--- config.mk ---
export PLATFORM = sky130hd
export DESIGN_NAME = stable_priority_queue_unit
export DESIGN_NICKNAME = d
export VERILOG_FILES = /design/src/hdl/spq_pkg.sv /design/src/hdl/spq_cell.sv /design/src/hdl/stable_priority_queue_unit.sv
export VERILOG_INCLUDE_DIRS = /design/src /design/src/hdl
export SDC_FILE = /design/constraint.sdc
export NUM_CORES = 1
export LEC_CHECK = 0
export ABC_AREA = 1
export BUFFER_PORTS_ARGS = -buffer_cell sky130_fd_sc_hd__buf_2
export CAP_MARGIN = 10
export CORE_MARGIN = 5
export CORE_UTILIZATION = 35
export CTS_CLUSTER_SIZE = 14
export DETAILED_ROUTE_END_ITERATION = 8
export PLACE_DENSITY = 0.59
export SLEW_MARGIN = 20
export SYNTH_ARGS = -nofsm -noshare
export SYNTH_HDL_FRONTEND = slang
export SYNTH_SLANG_ARGS = --single-unit
--- constraint.sdc ---
create_clock -name clk -period 4.1 [get_ports clk]
set_input_delay 0.205 -clock clk [delete_from_list [all_inputs] [get_ports clk]]
set_output_delay 0.205 -clock clk [all_outputs]
set_load 0.01 [all_outputs]
--- src/hdl/assert_macros.svh ---
// ----------------------------------------------------------------------------
// assert_macros.svh
// Concurrent assertion shorthands shared by the RTL
// ----------------------------------------------------------------------------
`ifndef ASSERT_MACROS_SVH
`define ASSERT_MACROS_SVH

// condition holds at every clock edge outside reset
`define ASSERT_ALWAYS(label, clk, rst, cond) \
  label: assert property (@(posedge clk) disable iff (rst) (cond)) \
    else $error("assertion failed");

// consequence holds in the cycle after the antecedent
`define ASSERT_NEXT(label, clk, rst, ante, cons) \
  label: assert property (@(posedge clk) disable iff (rst) (ante) |=> (cons)) \
    else $error("assertion failed");

`endif

--- src/hdl/spq_pkg.sv ---
// ----------------------------------------------------------------------------
// spq_pkg
// Types and codes of the stable sorted priority queue
// ----------------------------------------------------------------------------
package spq_pkg;

  // request codes
  localparam logic REQ_PUSH = 1'b0;
  localparam logic REQ_POP  = 1'b1;

  // status codes
  localparam logic [1:0] STAT_OK    = 2'd0;
  localparam logic [1:0] STAT_FULL  = 2'd1;
  localparam logic [1:0] STAT_EMPTY = 2'd2;

  // priority range
  localparam logic [2:0] PRIO_MIN = 3'd1;
  localparam logic [2:0] PRIO_MAX = 3'd4;

  // request item
  typedef struct packed {
    logic        req_type;
    logic [15:0] entry_tag;
    logic [2:0]  entry_priority;
  } req_t;

  // response item
  typedef struct packed {
    logic [1:0]  status;
    logic [15:0] out_tag;
    logic [2:0]  out_priority;
    logic [4:0]  occupancy;
  } rsp_t;

  // contents of one queue slot
  typedef struct packed {
    logic [15:0] tag;
    logic [2:0]  prio;
  } slot_t;

  // command broadcast to every cell
  typedef struct packed {
    logic        push;
    logic        pop;
    logic [15:0] tag;
    logic [2:0]  prio;
  } cmd_t;

endpackage

--- src/hdl/spq_cell.sv ---
// ----------------------------------------------------------------------------
// spq_cell
// One slot of the shift-insert queue with its local priority compare
// ----------------------------------------------------------------------------
module spq_cell (
  input  logic          clk,
  input  spq_pkg::cmd_t cmd,
  input  logic          occupied,
  input  logic          left_ge,
  input  spq_pkg::slot_t left_slot,
  input  spq_pkg::slot_t right_slot,
  output spq_pkg::slot_t slot,
  output logic          ge
);

  // this slot stays ahead of the new entry
  assign ge = occupied && (slot.prio >= cmd.prio);

  // insert: keep, take new entry, or shift from the left; pop: shift from right
  always_ff @(posedge clk) begin
    if (cmd.push) begin
      if (!ge) begin
        if (left_ge) begin
          slot.tag  <= cmd.tag;
          slot.prio <= cmd.prio;
        end else begin
          slot <= left_slot;
        end
      end
    end else if (cmd.pop) begin
      slot <= right_slot;
    end
  end

endmodule

--- src/hdl/stable_priority_queue_unit.sv ---
// ----------------------------------------------------------------------------
// stable_priority_queue_unit
// Bounded priority queue, highest priority first, FIFO among equals
// ----------------------------------------------------------------------------
// The queue takes one request per clock cycle and returns its response in the
// next cycle from an output register; a new request is taken whenever that
// register is empty or its response is being taken in the same cycle. The
// entries sit in a row of QUEUE_DEPTH cells, each comparing its own priority
// with the pushed one in parallel, so a push shifts the lower-priority tail
// one place right and a pop shifts the whole row one place left. Priorities 0
// and 5..7 are clamped to 1 and 4. Occupancy reports the low five bits of the
// entry count.
module stable_priority_queue_unit #(
  parameter int QUEUE_DEPTH = 16
) (
  input  logic          clk,
  input  logic          rst,
  input  logic          req_valid,
  output logic          req_ready,
  input  spq_pkg::req_t req,
  output logic          rsp_valid,
  input  logic          rsp_ready,
  output spq_pkg::rsp_t rsp
);

`include "assert_macros.svh"

  localparam int CW = $clog2(QUEUE_DEPTH + 1);

  logic           accept;
  logic           full;
  logic           empty;
  logic           drop_push;
  logic [2:0]     prio_clamped;
  logic [CW-1:0]  count;
  logic [CW-1:0]  count_next;
  spq_pkg::cmd_t  cmd;
  spq_pkg::rsp_t  rsp_next;
  spq_pkg::slot_t slots [QUEUE_DEPTH];
  logic           ge    [QUEUE_DEPTH];

  // handshake
  assign req_ready = !rsp_valid || rsp_ready;
  assign accept    = req_valid && req_ready;
  assign full      = (count == CW'(QUEUE_DEPTH));
  assign empty     = (count == '0);
  assign drop_push = accept && (req.req_type == spq_pkg::REQ_PUSH) && full;

  // clamp priority into range
  always_comb begin
    if (req.entry_priority < spq_pkg::PRIO_MIN) begin
      prio_clamped = spq_pkg::PRIO_MIN;
    end else if (req.entry_priority > spq_pkg::PRIO_MAX) begin
      prio_clamped = spq_pkg::PRIO_MAX;
    end else begin
      prio_clamped = req.entry_priority;
    end
  end

  // command to the cell row
  always_comb begin
    cmd.push = accept && (req.req_type == spq_pkg::REQ_PUSH) && !full;
    cmd.pop  = accept && (req.req_type == spq_pkg::REQ_POP) && !empty;
    cmd.tag  = req.entry_tag;
    cmd.prio = prio_clamped;
  end

  // entry count
  always_comb begin
    count_next = count;
    if (cmd.push) begin
      count_next = count + CW'(1);
    end else if (cmd.pop) begin
      count_next = count - CW'(1);
    end
  end

  always_ff @(posedge clk) begin
    if (rst) begin
      count <= '0;
    end else begin
      count <= count_next;
    end
  end

  // row of cells
  for (genvar i = 0; i < QUEUE_DEPTH; i++) begin : g_cell
    logic           occ;
    logic           lge;
    spq_pkg::slot_t lslot;
    spq_pkg::slot_t rslot;

    assign occ = (CW'(i) < count);

    if (i == 0) begin : g_head
      assign lge   = 1'b1;
      assign lslot = '0;
    end else begin : g_body
      assign lge   = ge[i-1];
      assign lslot = slots[i-1];
    end

    if (i == QUEUE_DEPTH - 1) begin : g_tail
      assign rslot = '0;
    end else begin : g_inner
      assign rslot = slots[i+1];
    end

    spq_cell u_cell (
      .clk        (clk),
      .cmd        (cmd),
      .occupied   (occ),
      .left_ge    (lge),
      .left_slot  (lslot),
      .right_slot (rslot),
      .slot       (slots[i]),
      .ge         (ge[i])
    );
  end

  // response item
  always_comb begin
    rsp_next.status       = spq_pkg::STAT_OK;
    rsp_next.out_tag      = '0;
    rsp_next.out_priority = '0;
    rsp_next.occupancy    = 5'(count_next);
    if (req.req_type == spq_pkg::REQ_PUSH) begin
      if (full) begin
        rsp_next.status = spq_pkg::STAT_FULL;
      end
    end else if (empty) begin
      rsp_next.status = spq_pkg::STAT_EMPTY;
    end else begin
      rsp_next.out_tag      = slots[0].tag;
      rsp_next.out_priority = slots[0].prio;
    end
  end

  // output register
  always_ff @(posedge clk) begin
    if (rst) begin
      rsp_valid <= 1'b0;
    end else if (accept) begin
      rsp_valid <= 1'b1;
    end else if (rsp_ready) begin
      rsp_valid <= 1'b0;
    end
  end

  always_ff @(posedge clk) begin
    if (accept) begin
      rsp <= rsp_next;
    end
  end

  // checks
  `ASSERT_ALWAYS(a_count_bound, clk, rst, count <= CW'(QUEUE_DEPTH))
  `ASSERT_NEXT(a_full_flag, clk, rst, drop_push, rsp_valid && (rsp.status == spq_pkg::STAT_FULL))
  `ASSERT_ALWAYS(a_head_sorted, clk, rst, (count < CW'(2)) || (slots[0].prio >= slots[1].prio))
  `ASSERT_NEXT(a_pop_shrinks, clk, rst, cmd.pop, count == $past(count) - CW'(1))

endmodule

Yosys cells after proc, flatten, opt, wreduce, memory -nomap -nowiden
Cells that the tools add are included.
{"block": "totals", "ff_bits": 336, "out_inout_bits": 28, "wordCells": 209}
{"block": "op_classes", "addsub": 2, "order_cmp": 34, "eq_ne": 17, "mux": 72, "bitwise_logic": 1, "n_reduce_logical": 45}
{"operator": "$mux 19", "n": 63}
{"operator": "$ge 3x3->1", "n": 16}
{"operator": "$lt 4x5->1 const A", "n": 8}
{"operator": "$ne 2x2->1 const B", "n": 16}
{"operator": "$reduce_and 2->1", "n": 16}
{"operator": "$logic_and 1x1->1", "n": 21}
{"operator": "$lt 3x5->1 const A", "n": 4}
{"operator": "$lt 1x5->1 const A", "n": 2}
{"operator": "$lt 2x5->1 const A", "n": 2}
{"operator": "$mux 5", "n": 2}
{"operator": "$mux 3", "n": 2}
{"operator": "$add 5x1->5 const B", "n": 1}
{"operator": "$eq 5x5->1 const B", "n": 1}
{"operator": "$logic_not 5->1", "n": 1}
{"operator": "$sub 5x1->5 const B", "n": 1}
{"operator": "$mux 2", "n": 2}
{"operator": "$reduce_bool 2->1", "n": 2}
{"operator": "$gt 3x3->1 const B", "n": 1}
{"operator": "$logic_not 1->1", "n": 3}
{"operator": "$lt 3x1->1 const B", "n": 1}
{"operator": "$mux 1", "n": 3}
{"operator": "$reduce_or 2->1", "n": 1}
{"operator": "$logic_or 1x1->1", "n": 1}
{"operator": "$not 1->1", "n": 1}

Longest topological paths before layout
{"block": "depth", "word_depth": 8, "mapped_depth": 13, "depth_no_buf": 12}

Modules after synthesis
Synthesis repeated with hierarchy kept, for this count alone.
{"block": "unflattened", "cells_unflattened": 2130, "area_unflattened_um2": 18634.1}
{"mod": "spq_cell", "instances": 16, "cells_per_inst": 122, "area_per_inst_um2": 1064.8, "seq_area_each_um2": 570.5}
{"mod": "stable_priority_queue_unit", "instances": 1, "cells_per_inst": 178, "area_per_inst_um2": 1597.8, "seq_area_each_um2": 900.9}

Worst setup path before layout
No wires, ideal clock.
{"block": "synth_path", "kind": "in2reg", "start": "input req[1] in the netlist's numbering", "end": "register g_cell[15].u_cell.slot[0] in the netlist's numbering, enable pin", "setup_time_ns": 0.407, "arrival_time_ns": 2.540, "t_required_ns": 3.693, "setup_slack_ns": 1.154, "path_stages": 7, "n_path_buf": 0, "path_cell_list": "inv_1 > nor2_1 > nor2_1 > ha_1 > nand3_1 > o211ai_1 > a31oi_1"}
{"block": "synth_via", "elab_chain_len": 7, "word_cells_on_any_way": 8, "classes_between": "order compare (3); eq/ne (1); mux (2); reduce/logical (2)"}
{"item": "from (decl)", "line_no": "stable_priority_queue_unit.sv:20", "source": "input spq_pkg::req_t req,"}
{"item": "$gt 3x3->1", "line_no": "stable_priority_queue_unit.sv:53", "source": "end else if (req.entry_priority > spq_pkg::PRIO_MAX) begin"}
{"item": "$mux 3", "line_no": "stable_priority_queue_unit.sv:53"}
{"item": "$mux 3 *", "line_no": "stable_priority_queue_unit.sv:51", "source": "if (req.entry_priority < spq_pkg::PRIO_MIN) begin"}
{"item": "$ge 3x3->1 *", "line_no": "spq_cell.sv:17", "source": "assign ge = occupied && (slot.prio >= cmd.prio);"}
{"item": "$logic_and 1x1->1 *", "line_no": "spq_cell.sv:17"}
{"item": "$ne 2x2->1 (no line) *"}
{"item": "$reduce_and 2->1 (no line) *"}
{"item": "to (signal assigned)", "line_no": "spq_cell.sv:27", "source": "slot <= left_slot;"}
{"item": "to (signal assigned)", "line_no": "spq_cell.sv:31", "source": "slot <= right_slot;"}
{"item": "to (decl)", "line_no": "spq_cell.sv:12", "source": "output spq_pkg::slot_t slot,"}
Every way passes the cells marked *; elsewhere a longest branch is shown, timed or not.
A chain may end at the register's enable or synchronous reset.

Worst setup path in the final report
{"block": "layout_path", "start": "register count[1]", "end": "register g_cell[12].u_cell.slot[14] in the netlist's numbering, enable pin"}
{"block": "layout_via", "elab_chain_len": 5, "word_cells_on_any_way": 11, "classes_between": "order compare (1); eq/ne (2); reduce/logical (8)"}
{"item": "from (decl)", "line_no": "stable_priority_queue_unit.sv:35", "source": "logic [CW-1:0] count;"}
{"item": "from (signal assigned)", "line_no": "stable_priority_queue_unit.sv:82", "source": "count <= count_next;"}
{"item": "parallel branches: the longest is 4 deep, another holds $lt 4x5->1"}
{"item": "$reduce_and 2->1 (no line) *"}
{"item": "to (signal assigned)", "line_no": "spq_cell.sv:27"}
{"item": "to (signal assigned)", "line_no": "spq_cell.sv:31"}
{"item": "to (decl)", "line_no": "spq_cell.sv:12"}
Every way passes the cells marked *.

==> metrics.txt <==
# TYPE chip_impl_metric gauge
chip_impl_metric{name="seq_power_share",unit="%"} 47.0
chip_impl_metric{name="power.switching_fraction",unit="%"} 29.04
chip_impl_metric{name="vias_in_the_first_global_route",unit=""} 13260
chip_impl_metric{name="track_usage",unit="%"} 15.37
chip_impl_metric{name="starting_density_of_the_core",unit="%"} 35.13
chip_impl_metric{name="worst_skew",unit="ns"} 0.01849
chip_impl_metric{name="worst-endpoint-required",unit="ns"} 4.28
chip_impl_metric{name="timing.critical_path.arrival",unit="ns"} 3.36
chip_impl_metric{name="die_width",unit="um"} 236.5
chip_impl_info{name="regToRegEndpoint",value="g_cell[12].u_cell.slot[14]"} 1
chip_impl_metric{name="synth_nets",unit=""} 2151
chip_impl_metric{name="crit_fanout",unit=""} 19
chip_impl_metric{name="syn_to_final_growth",unit="%"} 10.90
chip_impl_metric{name="grt_overflow",unit=""} 0
chip_impl_info{name="crit_path_cells",value="inv_1, ha_1, inv_1, nor2_1, nand2_1, nand3_1, nand2_1"} 1
chip_impl_metric{name="dr.pass1.iters",unit=""} 5
chip_impl_metric{name="max-clock-path-buffers",unit=""} 3
chip_impl_info{name="cts.root.buffer_cell",value="clkbuf_16"} 1
chip_impl_metric{name="cts-resized-gates",unit=""} 0
chip_impl_metric{name="wl_met3",unit="um"} 2810
chip_impl_metric{name="syn_avg_cell_area",unit="sq um"} 8.646
chip_impl_metric{name="die-height",unit="um"} 236.5
chip_impl_metric{name="nNetsFinal",unit=""} 2164
chip_impl_metric{name="power.static_leakage",unit="nW"} 10.01
chip_impl_metric{name="port-buffer-count",unit=""} 51
chip_impl_metric{name="synthesis.yosys.warnings",unit=""} 0
chip_impl_metric{name="diodes_inserted",unit=""} 0
chip_impl_info{name="slowest_stage",value="nand2_1"} 1
chip_impl_info{name="timing.critical_path.from",value="count[1]"} 1
chip_impl_metric{name="clk_latency",unit="ns"} 0.57
chip_impl_metric{name="hpwl",unit="um"} 30490
chip_impl_metric{name="postSynthRegisterBits",unit=""} 336
chip_impl_metric{name="fill_cells",unit=""} 5201
chip_impl_metric{name="number_of_vias_in_the_routed_layout",unit=""} 13490
chip_impl_metric{name="drc_errors",unit=""} 0
chip_impl_metric{name="wl_per_cell",unit="um"} 15.68
chip_impl_info{name="hold_path_class",value="input pin to flip-flop"} 1
chip_impl_info{name="timing.rr.start",value="count[1]"} 1
chip_impl_metric{name="timing_worst_slew_pin_value",unit="ns"} 1.043
chip_impl_metric{name="antenna_violations_before_repair",unit=""} 0
chip_impl_metric{name="io_pins",unit=""} 52
chip_impl_metric{name="pwr-share-clk",unit="%"} 34.8
chip_impl_metric{name="setup_viols_final",unit=""} 0
chip_impl_metric{name="timing.setup.tns",unit="ns"} 0
chip_impl_info{name="critical_path.endpoint_type",value="flip-flop"} 1
chip_impl_metric{name="final_layout_size_suffix_gt1_share",unit="%"} 7.813
chip_impl_metric{name="critical-path-max-stage-delay",unit="ns"} 1.08
chip_impl_info{name="cp-start-kind",value="flip-flop"} 1
chip_impl_metric{name="r2r_setup_slack",unit="ns"} 0.92
chip_impl_info{name="worstSetupPathType",value="flip-flop to flip-flop"} 1
chip_impl_metric{name="cts.htree.levels",unit=""} 2
chip_impl_info{name="rsz0062_at_grt",value="false"} 1
chip_impl_info{name="result_of_the_run",value="finished clean"} 1
chip_impl_metric{name="dieArea",unit="sq um"} 55910
chip_impl_metric{name="routed_via_density",unit=""} 4.831
chip_impl_metric{name="syn_inst",unit=""} 2076
chip_impl_metric{name="post_cts_clock_slew_at_the_launch_and_capture_registers_of_the_worst_setup_and_hold_paths",unit="ns"} 0.06
chip_impl_metric{name="drtIter0Drc",unit=""} 1348
chip_impl_metric{name="clock_sink_count",unit=""} 336
chip_impl_info{name="cts_tree",value="yes"} 1
chip_impl_info{name="layout.cells.most_common_list",value="nand2_1 (998), edfxtp_1 (330), inv_1 (141)"} 1
chip_impl_metric{name="fmaxAchievable",unit="GHz"} 0.3141
chip_impl_info{name="cp-endpoint",value="g_cell[12].u_cell.slot[14]"} 1
chip_impl_metric{name="max_slew_margin",unit="%"} 30.50
chip_impl_metric{name="cellInternalPower",unit="mW"} 7.094
chip_impl_info{name="final_common_cell",value="nand2_1"} 1
chip_impl_metric{name="timing_hold_violations_final",unit=""} 0
chip_impl_metric{name="max-vdd-ir-drop",unit="V"} 0.0002566
chip_impl_metric{name="number_of_cts_inserted_buffers",unit=""} 38
chip_impl_metric{name="multiInputGateArea",unit="sq um"} 6701
chip_impl_metric{name="power_density",unit="nW/um^2"} 502.3
chip_impl_metric{name="drt.antenna.violating_nets",unit=""} 0
chip_impl_metric{name="total_core_area",unit="sq um"} 51090
chip_impl_metric{name="grt_max_degree",unit=""} 215
chip_impl_metric{name="post_synth_num_cell_types",unit=""} 29
chip_impl_metric{name="met1_length",unit="um"} 20570
chip_impl_metric{name="routed_wirelength",unit="um"} 43770
chip_impl_metric{name="power.combinational.fraction",unit="%"} 18.2
chip_impl_metric{name="fin_worst_hold_slack",unit="ns"} 0.08308
chip_impl_metric{name="layout_min_cycle_time",unit="ns"} 3.183
chip_impl_metric{name="syn_area",unit="sq um"} 17950
chip_impl_metric{name="number_of_max_capacitance_violations_reported",unit=""} 0
chip_impl_metric{name="final_min_period_over_clock_period",unit="%"} 77.64
chip_impl_metric{name="wl_met2",unit="um"} 19590
chip_impl_metric{name="switching_power",unit="mW"} 2.903
chip_impl_metric{name="r2r_cells",unit=""} 7
chip_impl_metric{name="synth_sequential_area_ratio",unit="%"} 55.88
chip_impl_info{name="topRoutingLayerUsed",value="met4"} 1
chip_impl_metric{name="max_slew_violation_count",unit=""} 0
chip_impl_metric{name="global_route_wire_length_before_repair",unit="um"} 71770
chip_impl_metric{name="seqCellArea",unit="sq um"} 10030
chip_impl_metric{name="std_cell_rows",unit=""} 83
chip_impl_metric{name="globalplace.congestion",unit=""} 0.8280
[cells by family (layout without fill, tap and decap cells)]
kind of cell    Yosys count  in the layout  share of synthesized area [%]
fa+ha+maj                51             51                          3.555
compound gates          311            311                          8.805
flops                   336            336                          55.88
buf+inv                 258            294                          6.859
simple gates           1118           1118                          24.80
xor+xnor                  2              2                        0.09761
[power groups by stage]
stage | registers [mW] | clock network (mW) | logic [mW]
5_1_grt | 4.74 | 3.71 | 2.11
6_report | 4.69 | 3.48 | 1.82
3_3_place_gp | 4.74 | 0 | 1.78
3_5_place_dp | 4.76 | 0 | 1.83
4_1_cts | 4.69 | 3.57 | 1.84
2_1_floorplan | 4.67 | 0 | 1.36
[routing by layer]
layer  global-route usage, %  vias to the layer above
met3                   3.005                       50
met1                   22.01                     6260
met5                       0                        -
met2                   24.21                      358
li1                        -                     6820
met4                   3.761                        0
[worst max-delay path, delay by kind of cell (launching register included)]
| kind | cells | cell delay [ns] |
|---|---|---|
| flops | 1 | 0.45 |
| simple gates | 4 | 1.91 |
| buf+inv | 2 | 0.21 |
| fa+ha+maj | 1 | 0.22 |
[flip-flops by register name (all words and copies together) (netlist names)]
name,cells
g_cell.u_cell.slot,304
rsp,26
count,5
rsp_valid,1
[synthesized netlist by cell type]
library cell	number	area [sq um]
a22oi_1	1	7.510
dfxtp_1	6	120.1
buf_2	42	210.2
o211ai_1	2	15.01
inv_1	141	529.3
nor2_4	2	22.52
a31oi_1	1	6.260
ha_1	51	638.1
nand3b_1	1	7.510
nor2_1	33	123.9
nor2_2	1	6.260
nand4_1	1	6.260
nand3_1	60	300.3
a21oi_4	1	16.27
o21ai_0	124	620.6
a21oi_1	74	370.4
nor3_1	1	5.000
nand3_2	2	20.02
xor2_1	2	17.52
nand2_4	19	214.0
nand2_1	998	3746
buf_1	1	3.750
edfxtp_1	330	9910
clkbuf_1	37	138.9
buf_4	10	75.07
inv_2	4	15.01
o21ai_2	1	8.760
buf_6	23	259.0
o21ai_1	107	535.5
[timing repair]
action	CTS	global route
hold buffers	4	0
buffers inserted	0	0
endpoints found under the hold margin	7	0
[metrics by stage]
stage | std cells | cell area, sq um | util [%] | power (mW) | setup WS [ns]
after floorplan | 2076 | 17950 | - | 6.030 | 1.154
after global placement | 2725 | 18630 | 36.46 | 6.522 | 0.9040
after detailed placement | 2725 | 18630 | 36.46 | 6.587 | 0.8674
after CTS | 2792 | 19900 | 38.96 | 10.10 | 0.8699
after global routing | 2792 | 19900 | 38.96 | 10.56 | 0.7409
final | 2792 | 19900 | 38.96 | 9.997 | 0.9166
[final cells by class]
type,count,share of cell area [%]
flip-flops and latches,336,50.39
multi-input cells,1482,33.67
clock buffers,47,4.947
well taps,680,4.275
inverters,145,2.734
repair buffers,86,2.716
clock inverters,16,1.270
[worst min-delay path by stage]
stage,endpoint,cells after the start,from
after detailed placement,count[2],2,rst
after CTS,g_cell[3].u_cell.slot[15],3,req[15]
after global routing,g_cell[3].u_cell.slot[14],3,req[14]
after floorplan,count[1],1,rst
final,g_cell[3].u_cell.slot[15],3,req[15]
after global placement,count[2],2,rst
Power figures use the tool's default switching activity.
